===== src/rtl/swm_pkg.sv =====
// Shared constants, types and helper functions of the sliding window median filter.
package swm_pkg;

    localparam int WINDOW_MAX   = 64;
    localparam int SAMPLE_WIDTH = 32;
    localparam int CFG_W        = 7;
    localparam int AGE_W        = (WINDOW_MAX > 1) ? $clog2(WINDOW_MAX) : 1;
    localparam int CNT_W        = $clog2(WINDOW_MAX + 1);
    localparam int K_RESET      = 3;

    typedef struct packed {
        logic [SAMPLE_WIDTH-1:0] value;
        logic [AGE_W-1:0]        age;
    } t_entry;

    // What a cell shows its right-hand neighbor.
    typedef struct packed {
        t_entry entry;
        logic   le;
        logic   aft;
    } t_link;

    // Broadcast control for the whole cell row.
    typedef struct packed {
        logic                    upd;
        logic                    ins;
        logic                    del_en;
        logic [SAMPLE_WIDTH-1:0] key;
        logic [AGE_W-1:0]        del_age;
    } t_cell_ctrl;

    // Maps a written window length onto the supported range.
    function automatic logic [CNT_W-1:0] f_eff_k(input logic [CFG_W-1:0] ws);
        int unsigned w;
        w = ws;
        if (w == 0) begin
            w = 1;
        end else if (w > WINDOW_MAX) begin
            w = WINDOW_MAX;
        end
        return CNT_W'(w);
    endfunction

endpackage


===== src/rtl/swm_cell.sv =====
// One cell of the sorted window row: holds one entry and shifts with its neighbors.
module swm_cell import swm_pkg::*; (
    input  logic       i_clk,
    input  t_cell_ctrl i_ctrl,
    input  logic       i_valid,
    input  logic       i_aft,
    input  t_link      i_left,
    input  t_entry     i_right_b,
    output t_link      o_link,
    output t_entry     o_b,
    output logic       o_hit
);

    t_entry r_entry;
    t_entry n_entry;
    logic   w_le;
    t_entry w_b;
    logic   w_b_aft;

    assign w_le = i_valid && ($signed(r_entry.value) <= $signed(i_ctrl.key));

    // The row after insertion: this cell keeps its entry, takes the new sample,
    // or takes its left neighbor's entry. Aging rides along with insertion.
    always_comb begin
        if (!i_ctrl.ins) begin
            w_b     = r_entry;
            w_b_aft = i_aft;
        end else if (w_le) begin
            w_b.value = r_entry.value;
            w_b.age   = r_entry.age + AGE_W'(1);
            w_b_aft   = i_aft;
        end else if (i_left.le) begin
            w_b.value = i_ctrl.key;
            w_b.age   = '0;
            w_b_aft   = i_left.aft;
        end else begin
            w_b.value = i_left.entry.value;
            w_b.age   = i_left.entry.age + AGE_W'(1);
            w_b_aft   = i_left.aft;
        end
    end

    // At or after the removed entry, the row closes the gap from the right.
    always_comb begin
        if (i_ctrl.upd) begin
            n_entry = w_b_aft ? i_right_b : w_b;
        end else begin
            n_entry = r_entry;
        end
    end

    always_ff @(posedge i_clk) begin
        r_entry <= n_entry;
    end

    assign o_link = '{entry: r_entry, le: w_le, aft: i_aft};
    assign o_b    = w_b;
    assign o_hit  = i_ctrl.del_en && i_valid && (r_entry.age == i_ctrl.del_age);

endmodule


===== config.mk =====
export PLATFORM = sky130hd
export DESIGN_NAME = swm_cell
export DESIGN_NICKNAME = d
export VERILOG_FILES = /design/src/rtl/swm_pkg.sv /design/src/rtl/swm_cell.sv
export SDC_FILE = /design/constraint.sdc
export NUM_CORES = 1
export LEC_CHECK = 0
export BUFFER_PORTS_ARGS = -buffer_cell sky130_fd_sc_hd__buf_4
export CAP_MARGIN = 20
export CORE_ASPECT_RATIO = 0.8
export CORE_UTILIZATION = 42
export DETAILED_ROUTE_END_ITERATION = 8
export GPL_TIMING_DRIVEN = 0
export PLACE_DENSITY = 0.77
export SLEW_MARGIN = 30
export SYNTH_ARGS = -nofsm -noshare
export SYNTH_HDL_FRONTEND = slang
export SYNTH_SLANG_ARGS = --single-unit

===== constraint.sdc =====
create_clock -name i_clk -period 6.5 [get_ports i_clk]
set_input_delay 1.625 -clock i_clk [delete_from_list [all_inputs] [get_ports i_clk]]
set_output_delay 1.625 -clock i_clk [all_outputs]
set_load 0.1 [all_outputs]

# Word-level counts from Yosys, hierarchy flattened
# Cells that the tools add are included.
# op_classes
reduce_logical	3
add_sub_neg	2
magnitude_cmp	1
n_eq_ne	1
mux	6
# op_table
op	count
2-to-1 mux 38 bit	4
<= comparator 32 bit	1
adder 6 x 1 -> 6 bit (second input constant)	2
equality test 6 bit	1
logical AND 1 bit	3
2-to-1 mux 1 bit	2
# word_totals
register_bits	38
inputBits	122
elab_cells	15

# Depth between registers and ports, before layout
# Gate-level depths: netlist of run 1.
# logic_depth
word_depth	5
depth_mapped	13

# Least setup slack after synthesis of run 1
# Ideal clock, no wire load.
# synth_timing
path_kind	input to output
from	input i_ctrl[23] (netlist name)
to	output o_b[30] (netlist name)
stages	10
arrival_time_ns	5.586
path_slack_ns	-0.711
t_required_ns	4.875
path_cell_list	inv_1 > ha_1 > a21o_1 > a221o_1 > a221o_1 > o21ai_2 > o2111ai_2 > buf_6 > buf_2 > o21ai_0
# synth_rtl
item	line_no	text
start, declared	swm_cell.sv:4	input t_cell_ctrl i_ctrl,
end, declared	swm_cell.sv:10	output t_entry o_b,

==> flow_summary_export.csv, run 1 <==
group,metric,value,unit
clock_tree,clk_latency,0.29,ns
layout,final_common_cell,"buf_4",
die,core-area,8090,um^2
setup_path,path_max_fanout,10,
grt,grt_max_degree,39,
synth,netlist_area,3590,um^2
clock_tree,cts_resized,0,
setup_path,critPathBufInv,4,
layout,fin_area,5360,um^2
layout,fillers,678,
timing,fin_skew,0.00614,ns
setup_path,cp-end-kind,"output pin",
clock_tree,clkTransAtPathRegs,0.08,ns
min_path,worstHoldPathCells,3,
clock_tree,cts.sinks,38,
timing,drv_slew,0,
min_path,holdPathEnd,"o_link[8]",
die,io-pin-count,201,
detailed_routing,final_antenna_net_count,0,
detailed_routing,wl,11.1,mm
power_and_ir_drop,vdd_ir_drop_max,0.157,mV
place,place_area,5250,um^2
detailed_routing,drc,0,
synth,syn_inst,373,
timing,fmax,159,MHz
timing,hold_viol,0,
clock_tree,holdBufCountCts,0,
layout,area_growth,49.3,%
synth,seq_area_frac_synth,0.318,
place,hpwl,8.89,mm
grt,grt_usage,0.248,
synth,ys_warn_count,0,
synth,synth_seq_cells,38,
detailed_routing,vias_per_cell,5.15,
die,die_y,84.7,um
layout,multi_input_area,2210,um^2
setup_path,rr_endpoint,"o_link[2]",
layout,final-seq-area,1140,um^2
setup_path,crit_path_start_kind,"input port",
clock_tree,postCtsSetupRepairBufs,0,
timing,slew_headroom,0.463,
setup_path,required,4.88,ns
timing,setup_ws,0.199,ns
detailed_routing,route.vias.total,3540,
grt,grt.overflow.total,0,
power_and_ir_drop,powerDensity,279,nW/um^2
timing,worstMarginPinSlew,0.805,ns
synth,synth_edf_count,38,
power_and_ir_drop,p_leak,2.66,nW
place,dp_slack,0.118,ns
grt,grt_pass1_wl,17.4,mm
clock_tree,cts_made_buffers,5,
synth,syn-num-nets,529,
grt,antenna_found_initial,0,
layout,nNetsFinal,736,
layout,largest_reg_flops,38,
min_path,hp-start,"o_link[8]",
min_path,min_path_type,"register to register",
setup_path,worstSetupPathType,"input port to output pin",
setup_path,rrSetupSlack,2.84,ns
setup_path,cp_cell_sequence,"buf_4 -> inv_1 -> ha_1 -> a21o_1 -> a221o_1 -> a221o_1 -> or3_4 -> o211ai_2 -> buf_4 -> mux2_2 -> a21oi_2 -> buf_4",
clock_tree,cts_tree,"done",
setup_path,worst_r2r_path_depth,12,
setup_path,crit_family,"compound AO/OA/AOI/OAI gates",
die,row_count,29,
grt,grt_pass1_vias,3563,
die,die-area,8920,um^2
layout,antennaDiodeCount,0,
setup_path,r2r_start,"o_link[39]",
setup_path,slowest_stage,"or3_4",
synth,synth_cell_types,46,
die,initial_core_util,0.443,
layout,final_util,0.662,
detailed_routing,wl_per_cell,16.1,um
timing,min_period_over_period,0.969,
detailed_routing,drtIter0Drc,140,
detailed_routing,firstDrtPassIters,4,
setup_path,critPathMostFrequentCell,"buf_4",
flow_run,drv_cap,0,
setup_path,cp_slowest_stage_delay,0.39,ns
timing,finalSetupTns,0,ns
setup_path,cp.arrival,4.68,ns
synth,ys.flop_type,"edfxtp_1",
timing,period_minus_slack,6.30,ns
place,place.gp.congestion,0.856,
timing,setup_viol_count_final,0,
timing,rsz0062_at_grt,"false",
synth,syn_area_per_cell,9.62,um^2
layout,drive_above_1_share,0.469,
clock_tree,htreeDepth,2,
clock_tree,root_buffer,"clkbuf_8",
die,dieWidth,105,um
layout,most-common-layout-cells,"buf_4 (205), nand2_1 (46), edfxtp_1 (38)",
timing,whs,0.777,ns
place,portBuffers,200,
outcome,status,"finished, final reports clean",
clock_tree,clockBufferDepth,2,
synth,synthArstFlopShare,0,
[logic make-up after synthesis]
logic type	after synthesis	share of synthesized area
AOI/OAI and AO/OA	68	0.114
and+or+nand+nor	91	0.122
xor gates and xnor gates	10	0.0244
buffers and inverters	58	0.0750
DFF	38	0.318
muxes	74	0.228
adders and majority gates	34	0.119
[worst min-delay path, cell delays in order, from the launching register on]
cell	delay, ns
edfxtp_1	0.37
nand2_1	0.05
o21ai_0	0.10
mux2_2	0.15
[layout make-up]
type / instances / share of cell area
tap: 108 / 0.0252
sequential: 38 / 0.213
multi-input combinational: 277 / 0.412
inverter: 37 / 0.0259
clock buffer: 5 / 0.0128
clock inverter: 2 / 0.00630
buffer: 21 / 0.0243
timing repair buffer: 200 / 0.280
[how the worst max path moves through the flow]
stage | slack [ns] | start | to | cells after the start
floorplan | -0.71 | i_ctrl[23] | o_b[30] | 10
global placement | 0.07 | i_ctrl[36] | o_b[0] | 12
detailed placement | 0.12 | i_ctrl[37] | o_b[0] | 12
CTS | 0.10 | i_ctrl[36] | o_b[0] | 12
global route | 0.05 | i_ctrl[37] | o_b[0] | 12
finish | 0.20 | i_ctrl[23] | o_b[0] | 12
[where the power goes]
group / leakage (nW) / internal [mW] / switching (mW) / total [mW]
sequential: 0.375 / 0.310 / 0.0264 / 0.337
clock: 0.0517 / 0.111 / 0.0873 / 0.198
combinational: 2.23 / 0.261 / 0.701 / 0.962
total: 2.66 / 0.682 / 0.814 / 1.50
[synthesized netlist by cell type (3+ instances only)]
cell type,n,share of area
a21oi_1,14,0.020
nand2_1,46,0.048
buf_4,5,0.010
nor2_1,11,0.012
mux2_2,31,0.097
inv_1,37,0.039
clkbuf_1,8,0.0084
nor4_1,3,0.0052
buf_2,4,0.0056
xor2_1,4,0.0098
nand3_1,9,0.013
xnor2_1,6,0.015
mux2i_1,35,0.098
edfxtp_1,38,0.32
ha_1,34,0.12
nand4_1,7,0.012
mux2_4,8,0.033
o21ai_0,36,0.050
[stage by stage]
step / power [mW] / cells
finish: 1.50 / 688
global route: 1.56 / 688
CTS: 1.50 / 688
detailed placement: 1.30 / 681
global placement: 1.29 / 681
floorplan: 1.07 / 373
[per-layer routing]
metal  share of wire  vias up  routed length, um  global-route usage
li1                -     1756                  -                   -
met1            0.42     1632               4660               0.303
met2            0.50      141               5510               0.453
met3           0.074       11                823              0.0497
met4          0.0089        0                 99              0.0499
met5               0        -                  0                   0
No activity file was read; power rests on OpenSTA's default activity.
==> run 2: changes to the inputs <==
Settings changed: BUFFER_PORTS_ARGS -buffer_cell sky130_fd_sc_hd__buf_4 to default, DONT_BUFFER_PORTS from default to 1, GPL_TIMING_DRIVEN 0 to 1, PLACE_DENSITY 0.77 to default, SKIP_LAST_GASP from default to 1.
==> run 2 against run 1 <==
Flip-flop and latch count unchanged. Utilization down 9.3 points. Sequential share of layout area up 3.5 points. Final area down 14%. Total power down 6.0%. Die area unchanged. Register-to-register slack worse by 0.95 ns. Non-clock buffer count down 149. Largest power group unchanged.
==> flow_summary_export.csv, run 2 (same netlist as run 1, synthesis figures left out) <==
group,metric,value,unit
detailed_routing,route.vias.total,2990,
timing,fmax,160,MHz
timing,period_minus_slack,6.24,ns
layout,final_common_cell,"buf_4",
clock_tree,htreeDepth,2,
timing,rsz0062_at_grt,"false",
setup_path,r2r_start,"o_link[30]",
place,place_area,4500,um^2
die,initial_core_util,0.443,
layout,final_util,0.569,
layout,stdcell_count,538,
layout,area_growth,28.3,%
setup_path,path_max_fanout,16,
clock_tree,cts_made_buffers,5,
clock_tree,clk_latency,0.28,ns
setup_path,worstSetupPathType,"input port to output pin",
power_and_ir_drop,power_frac_seq,0.251,
timing,whs,0.941,ns
clock_tree,cts_resized,0,
timing,setup_ws,0.256,ns
place,hpwl,7.41,mm
timing,drv_slew,0,
timing,worstMarginPinSlew,0.981,ns
setup_path,rrSetupSlack,1.89,ns
grt,grt.overflow.total,0,
layout,fillers,711,
setup_path,cp-startpoint,"i_ctrl[37]",
outcome,status,"finished, final reports clean",
detailed_routing,drc,0,
place,portBuffers,0,
die,row_count,29,
power_and_ir_drop,p_leak,2.06,nW
layout,multi_input_area,2410,um^2
timing,min_period_over_period,0.961,
clock_tree,holdBufCountCts,0,
clock_tree,clkTransAtPathRegs,0.07,ns
setup_path,required,4.88,ns
die,die-area,8920,um^2
grt,antenna_found_initial,0,
clock_tree,root_buffer,"clkbuf_8",
setup_path,cp-end-kind,"output pin",
clock_tree,clockBufferDepth,2,
detailed_routing,vias_per_cell,5.56,
detailed_routing,wl,9.30,mm
clock_tree,postCtsSetupRepairBufs,0,
setup_path,critPathBufInv,3,
detailed_routing,firstDrtPassIters,4,
setup_path,crit_path_start_kind,"input port",
layout,antennaDiodeCount,0,
setup_path,crit_family,"simple AND/OR/NAND/NOR gates",
setup_path,slowest_stage,"or4b_1",
timing,slew_headroom,0.346,
min_path,min_path_type,"register to register",
setup_path,cp_slowest_stage_delay,0.67,ns
timing,fin_skew,0.00810,ns
die,core-area,8090,um^2
grt,grt_pass1_vias,3127,
layout,final-seq-area,1140,um^2
clock_tree,cts_tree,"done",
layout,largest_reg_flops,38,
power_and_ir_drop,p_comb_frac,0.642,
grt,grt_max_degree,49,
setup_path,cp_cell_sequence,"inv_1 -> ha_1 -> nand4_1 -> nor4_1 -> nand4_1 -> or4b_1 -> o2111ai_4 -> buf_4 -> buf_4 -> nand2_1 -> o21ai_4",
layout,nNetsFinal,587,
place,place.gp.congestion,0.764,
detailed_routing,wl_per_cell,17.3,um
grt,grt_usage,0.211,
layout,fin_area,4600,um^2
power_and_ir_drop,power_switching,792,uW
min_path,hp-start,"o_link[6]",
detailed_routing,drtIter0Drc,129,
die,io-pin-count,201,
grt,grt_pass1_wl,14.9,mm
power_and_ir_drop,p_clk_frac,0.106,
detailed_routing,final_antenna_net_count,0,
power_and_ir_drop,p_int,614,uW
layout,drive_above_1_share,0.370,
die,dieWidth,105,um
timing,hold_viol,0,
power_and_ir_drop,switching_share,0.563,
place,dp_cells,530,
die,die_y,84.7,um
layout,most-common-layout-cells,"buf_4 (56), nand2_1 (46), edfxtp_1 (38)",
flow_run,drv_cap,0,
power_and_ir_drop,powerDensity,306,nW/um^2
power_and_ir_drop,vdd_ir_drop_max,0.165,mV
setup_path,cp.arrival,4.62,ns
timing,setup_viol_count_final,0,
place,dp_slack,0.230,ns
clock_tree,cts.sinks,38,
[run 2: final timing paths]
path                              endpoint  depth (start not counted)
worst max-delay path               o_b[37]                         11
worst min-delay path             o_link[6]                          2
worst max register to register  o_link[19]                         10
worst min register to register   o_link[6]                          2
[run 2: routing by layer]
metal,vias up,global-route usage,routed length [um]
li1,1460,-,-
met5,-,0,0
met3,8,0.0512,718
met2,136,0.397,4670
met4,0,0.0448,73
met1,1386,0.240,3840
[run 2: tightest hold or removal path: cells and delay by family (launching register included)]
kind | cells | cell delay (ns)
DFF | 1 | 0.50
AOI/OAI and AO/OA | 2 | 0.34
[run 2: area by class of cell]
class,count,area share
well taps,108,0.0294
repair buffers,72,0.153
clock buffers,5,0.0149
inverters,37,0.0302
clock inverters,1,0.000815
multi-input cells,277,0.524
flip-flops and latches,38,0.248
[run 2: per-stage QoR]
step / power [mW] / TNS (ns)
5_1_grt: 1.47 / 0
3_3_place_gp: 1.22 / 0
2_1_floorplan: 1.07 / -11.41
6_report: 1.41 / 0
4_1_cts: 1.42 / 0
3_5_place_dp: 1.26 / 0
[run 2: power groups by stage]
stage	Combinational [mW]	Sequential, mW	Clock, mW
2_1_floorplan	0.542	0.532	0
3_3_place_gp	0.844	0.378	0
3_5_place_dp	0.896	0.364	0
4_1_cts	0.898	0.359	0.159
5_1_grt	0.946	0.357	0.166
6_report	0.904	0.353	0.150
==> run 3: changes to the inputs <==
Settings changed: REMOVE_ABC_BUFFERS from default to 1.
==> run 3 against run 2 <==
Non-clock buffer count fell by 17. Total power rose by 1.0%. Register-to-register slack improved by 0.26 ns. Flip-flop and latch count did not move. Maximum frequency rose by 0.75%. Sequential power fell by 6.8%. Critical path depth fell by 2. First-iteration DRC count fell by 9.3%.
==> flow_summary_export.csv, run 3 (same netlist as run 1, synthesis figures left out) <==
group,metric,value,unit
layout,most-common-layout-cells,"nand2_1 (46), buf_4 (40), edfxtp_1 (38)",
layout,fillers,700,
layout,largest_reg_flops,38,
clock_tree,htreeDepth,2,
place,place.gp.congestion,0.780,
min_path,worstHoldPathCells,3,
power_and_ir_drop,finalPower,1.42,mW
setup_path,rr_endpoint,"o_link[31]",
layout,antennaDiodeCount,0,
detailed_routing,drtIter0Drc,117,
detailed_routing,routed.top_layer,"met4",
die,initial_core_util,0.443,
timing,fmax,161,MHz
detailed_routing,final_antenna_net_count,0,
layout,nNetsFinal,570,
setup_path,r2r_start,"o_link[24]",
flow_run,drv_cap,0,
detailed_routing,route.met2.wl,4.51,mm
setup_path,cp_slowest_stage_delay,0.69,ns
grt,grt_usage,0.207,
setup_path,crit_path_start_kind,"input port",
layout,area_growth,29.3,%
power_and_ir_drop,powerDensity,306,nW/um^2
setup_path,cp-end-kind,"output pin",
setup_path,worst_r2r_path_depth,9,
grt,grt.overflow.total,0,
die,row_count,29,
setup_path,cp.arrival,4.57,ns
timing,rsz0062_at_grt,"false",
detailed_routing,drc,0,
die,die_y,84.7,um
detailed_routing,route.vias.total,2894,
setup_path,required,4.88,ns
die,core-area,8090,um^2
die,dieWidth,105,um
setup_path,critPathMostFrequentCell,"nand4_1",
clock_tree,clk_latency,0.29,ns
timing,whs,0.923,ns
layout,final_common_cell,"nand2_1",
clock_tree,cts_made_buffers,5,
power_and_ir_drop,vdd_ir_drop_max,0.165,mV
setup_path,worstSetupPathType,"input port to output pin",
detailed_routing,firstDrtPassIters,4,
outcome,status,"finished, final reports clean",
place,hpwl,7.44,mm
detailed_routing,wl_per_cell,17.9,um
place,portBuffers,0,
setup_path,rrSetupSlack,2.15,ns
timing,period_minus_slack,6.20,ns
timing,setup_viol_count_final,0,
grt,antenna_found_initial,0,
clock_tree,cts_tree,"done",
detailed_routing,wl,9.38,mm
detailed_routing,wl_met1,4.01,mm
die,die-area,8920,um^2
power_and_ir_drop,p_leak,2.00,nW
min_path,hp-start,"o_link[6]",
setup_path,path_max_fanout,14,
timing,worstMarginPinSlew,0.962,ns
die,io-pin-count,201,
setup_path,slowest_stage,"or4_4",
grt,grt_pass1_vias,3044,
timing,fin_skew,0.00911,ns
grt,grt_pass1_wl,14.6,mm
setup_path,cp_cell_sequence,"inv_1 -> ha_1 -> nand4_1 -> nor4_1 -> nand4_1 -> or4b_1 -> o211ai_4 -> nor4b_1 -> or4_4",
detailed_routing,vias_per_cell,5.53,
clock_tree,postCtsSetupRepairBufs,0,
timing,slew_headroom,0.359,
clock_tree,holdBufCountCts,0,
clock_tree,clockBufferDepth,2,
min_path,min_path_type,"register to register",
clock_tree,root_buffer,"clkbuf_8",
timing,hold_viol,0,
clock_tree,cts.sinks,38,
grt,grt_max_degree,51,
detailed_routing,met3_length,770,um
min_path,holdPathEnd,"o_link[6]",
layout,drive_above_1_share,0.349,
timing,drv_slew,0,
clock_tree,cts_resized,0,
clock_tree,clkTransAtPathRegs,0.08,ns
timing,min_period_over_period,0.954,
==> run 3: cell types whose count changed in the layout (fill, tap and decap cells not counted), sizes merged <==
| cell | before | now |
|---|---|---|
| buf | 70 | 53 |
| clkinv | 1 | 2 |
| clkinvlp | 0 | 1 |
==> run 3: critical path, delay by kind of cell <==
family          cells  cell delay [ns]
compound gates      1             0.25
fa+ha+maj           1             0.34
buf+inv             1             0.02
simple gates        6             2.32
==> run 3: where the power goes <==
group          switching (mW)  leakage, nW  internal, mW
clock                  0.0898       0.0416        0.0736
combinational           0.702         1.59         0.226
sequential             0.0200        0.375         0.309
==> run 3: how the worst max path moves through the flow <==
stage                from  endpoint  cells past startpoint
4_1_cts        i_ctrl[37]   o_b[22]                     10
6_report       i_ctrl[37]    o_b[5]                      9
3_5_place_dp   i_ctrl[37]   o_b[22]                     10
3_3_place_gp   i_ctrl[37]   o_b[22]                     10
2_1_floorplan  i_ctrl[23]   o_b[30]                      8
5_1_grt        i_ctrl[37]    o_b[5]                      9
==> run 3: per-stage QoR <==
stage	cell area (um^2)	setup slack, ns	instances	util	setup TNS, ns
floorplan	3460	-1.43	352	-	-66.22
global placement	4250	0.274	509	0.525	0
detailed placement	4520	0.257	513	0.559	0
CTS	4610	0.262	521	0.570	0
global route	4640	0.0505	523	0.573	0
finish	4640	0.302	523	0.573	0
==> run 3: final cells by class <==
type / instances / area, um^2 / share of cell area
Multi-Input combinational cell: 277 / 2550 / 0.550
Sequential cell: 38 / 1140 / 0.246
Timing Repair Buffer: 55 / 587 / 0.126
Inverter: 37 / 139 / 0.0299
Tap cell: 108 / 135 / 0.0291
Clock buffer: 5 / 68.8 / 0.0148
Clock inverter: 3 / 16.3 / 0.00351
==> run 3: metal layers <==
metal / track usage / up-vias
li1: - / 1427
met1: 0.248 / 1318
met2: 0.364 / 141
met3: 0.0613 / 8
met4: 0.0474 / 0
met5: 0 / -
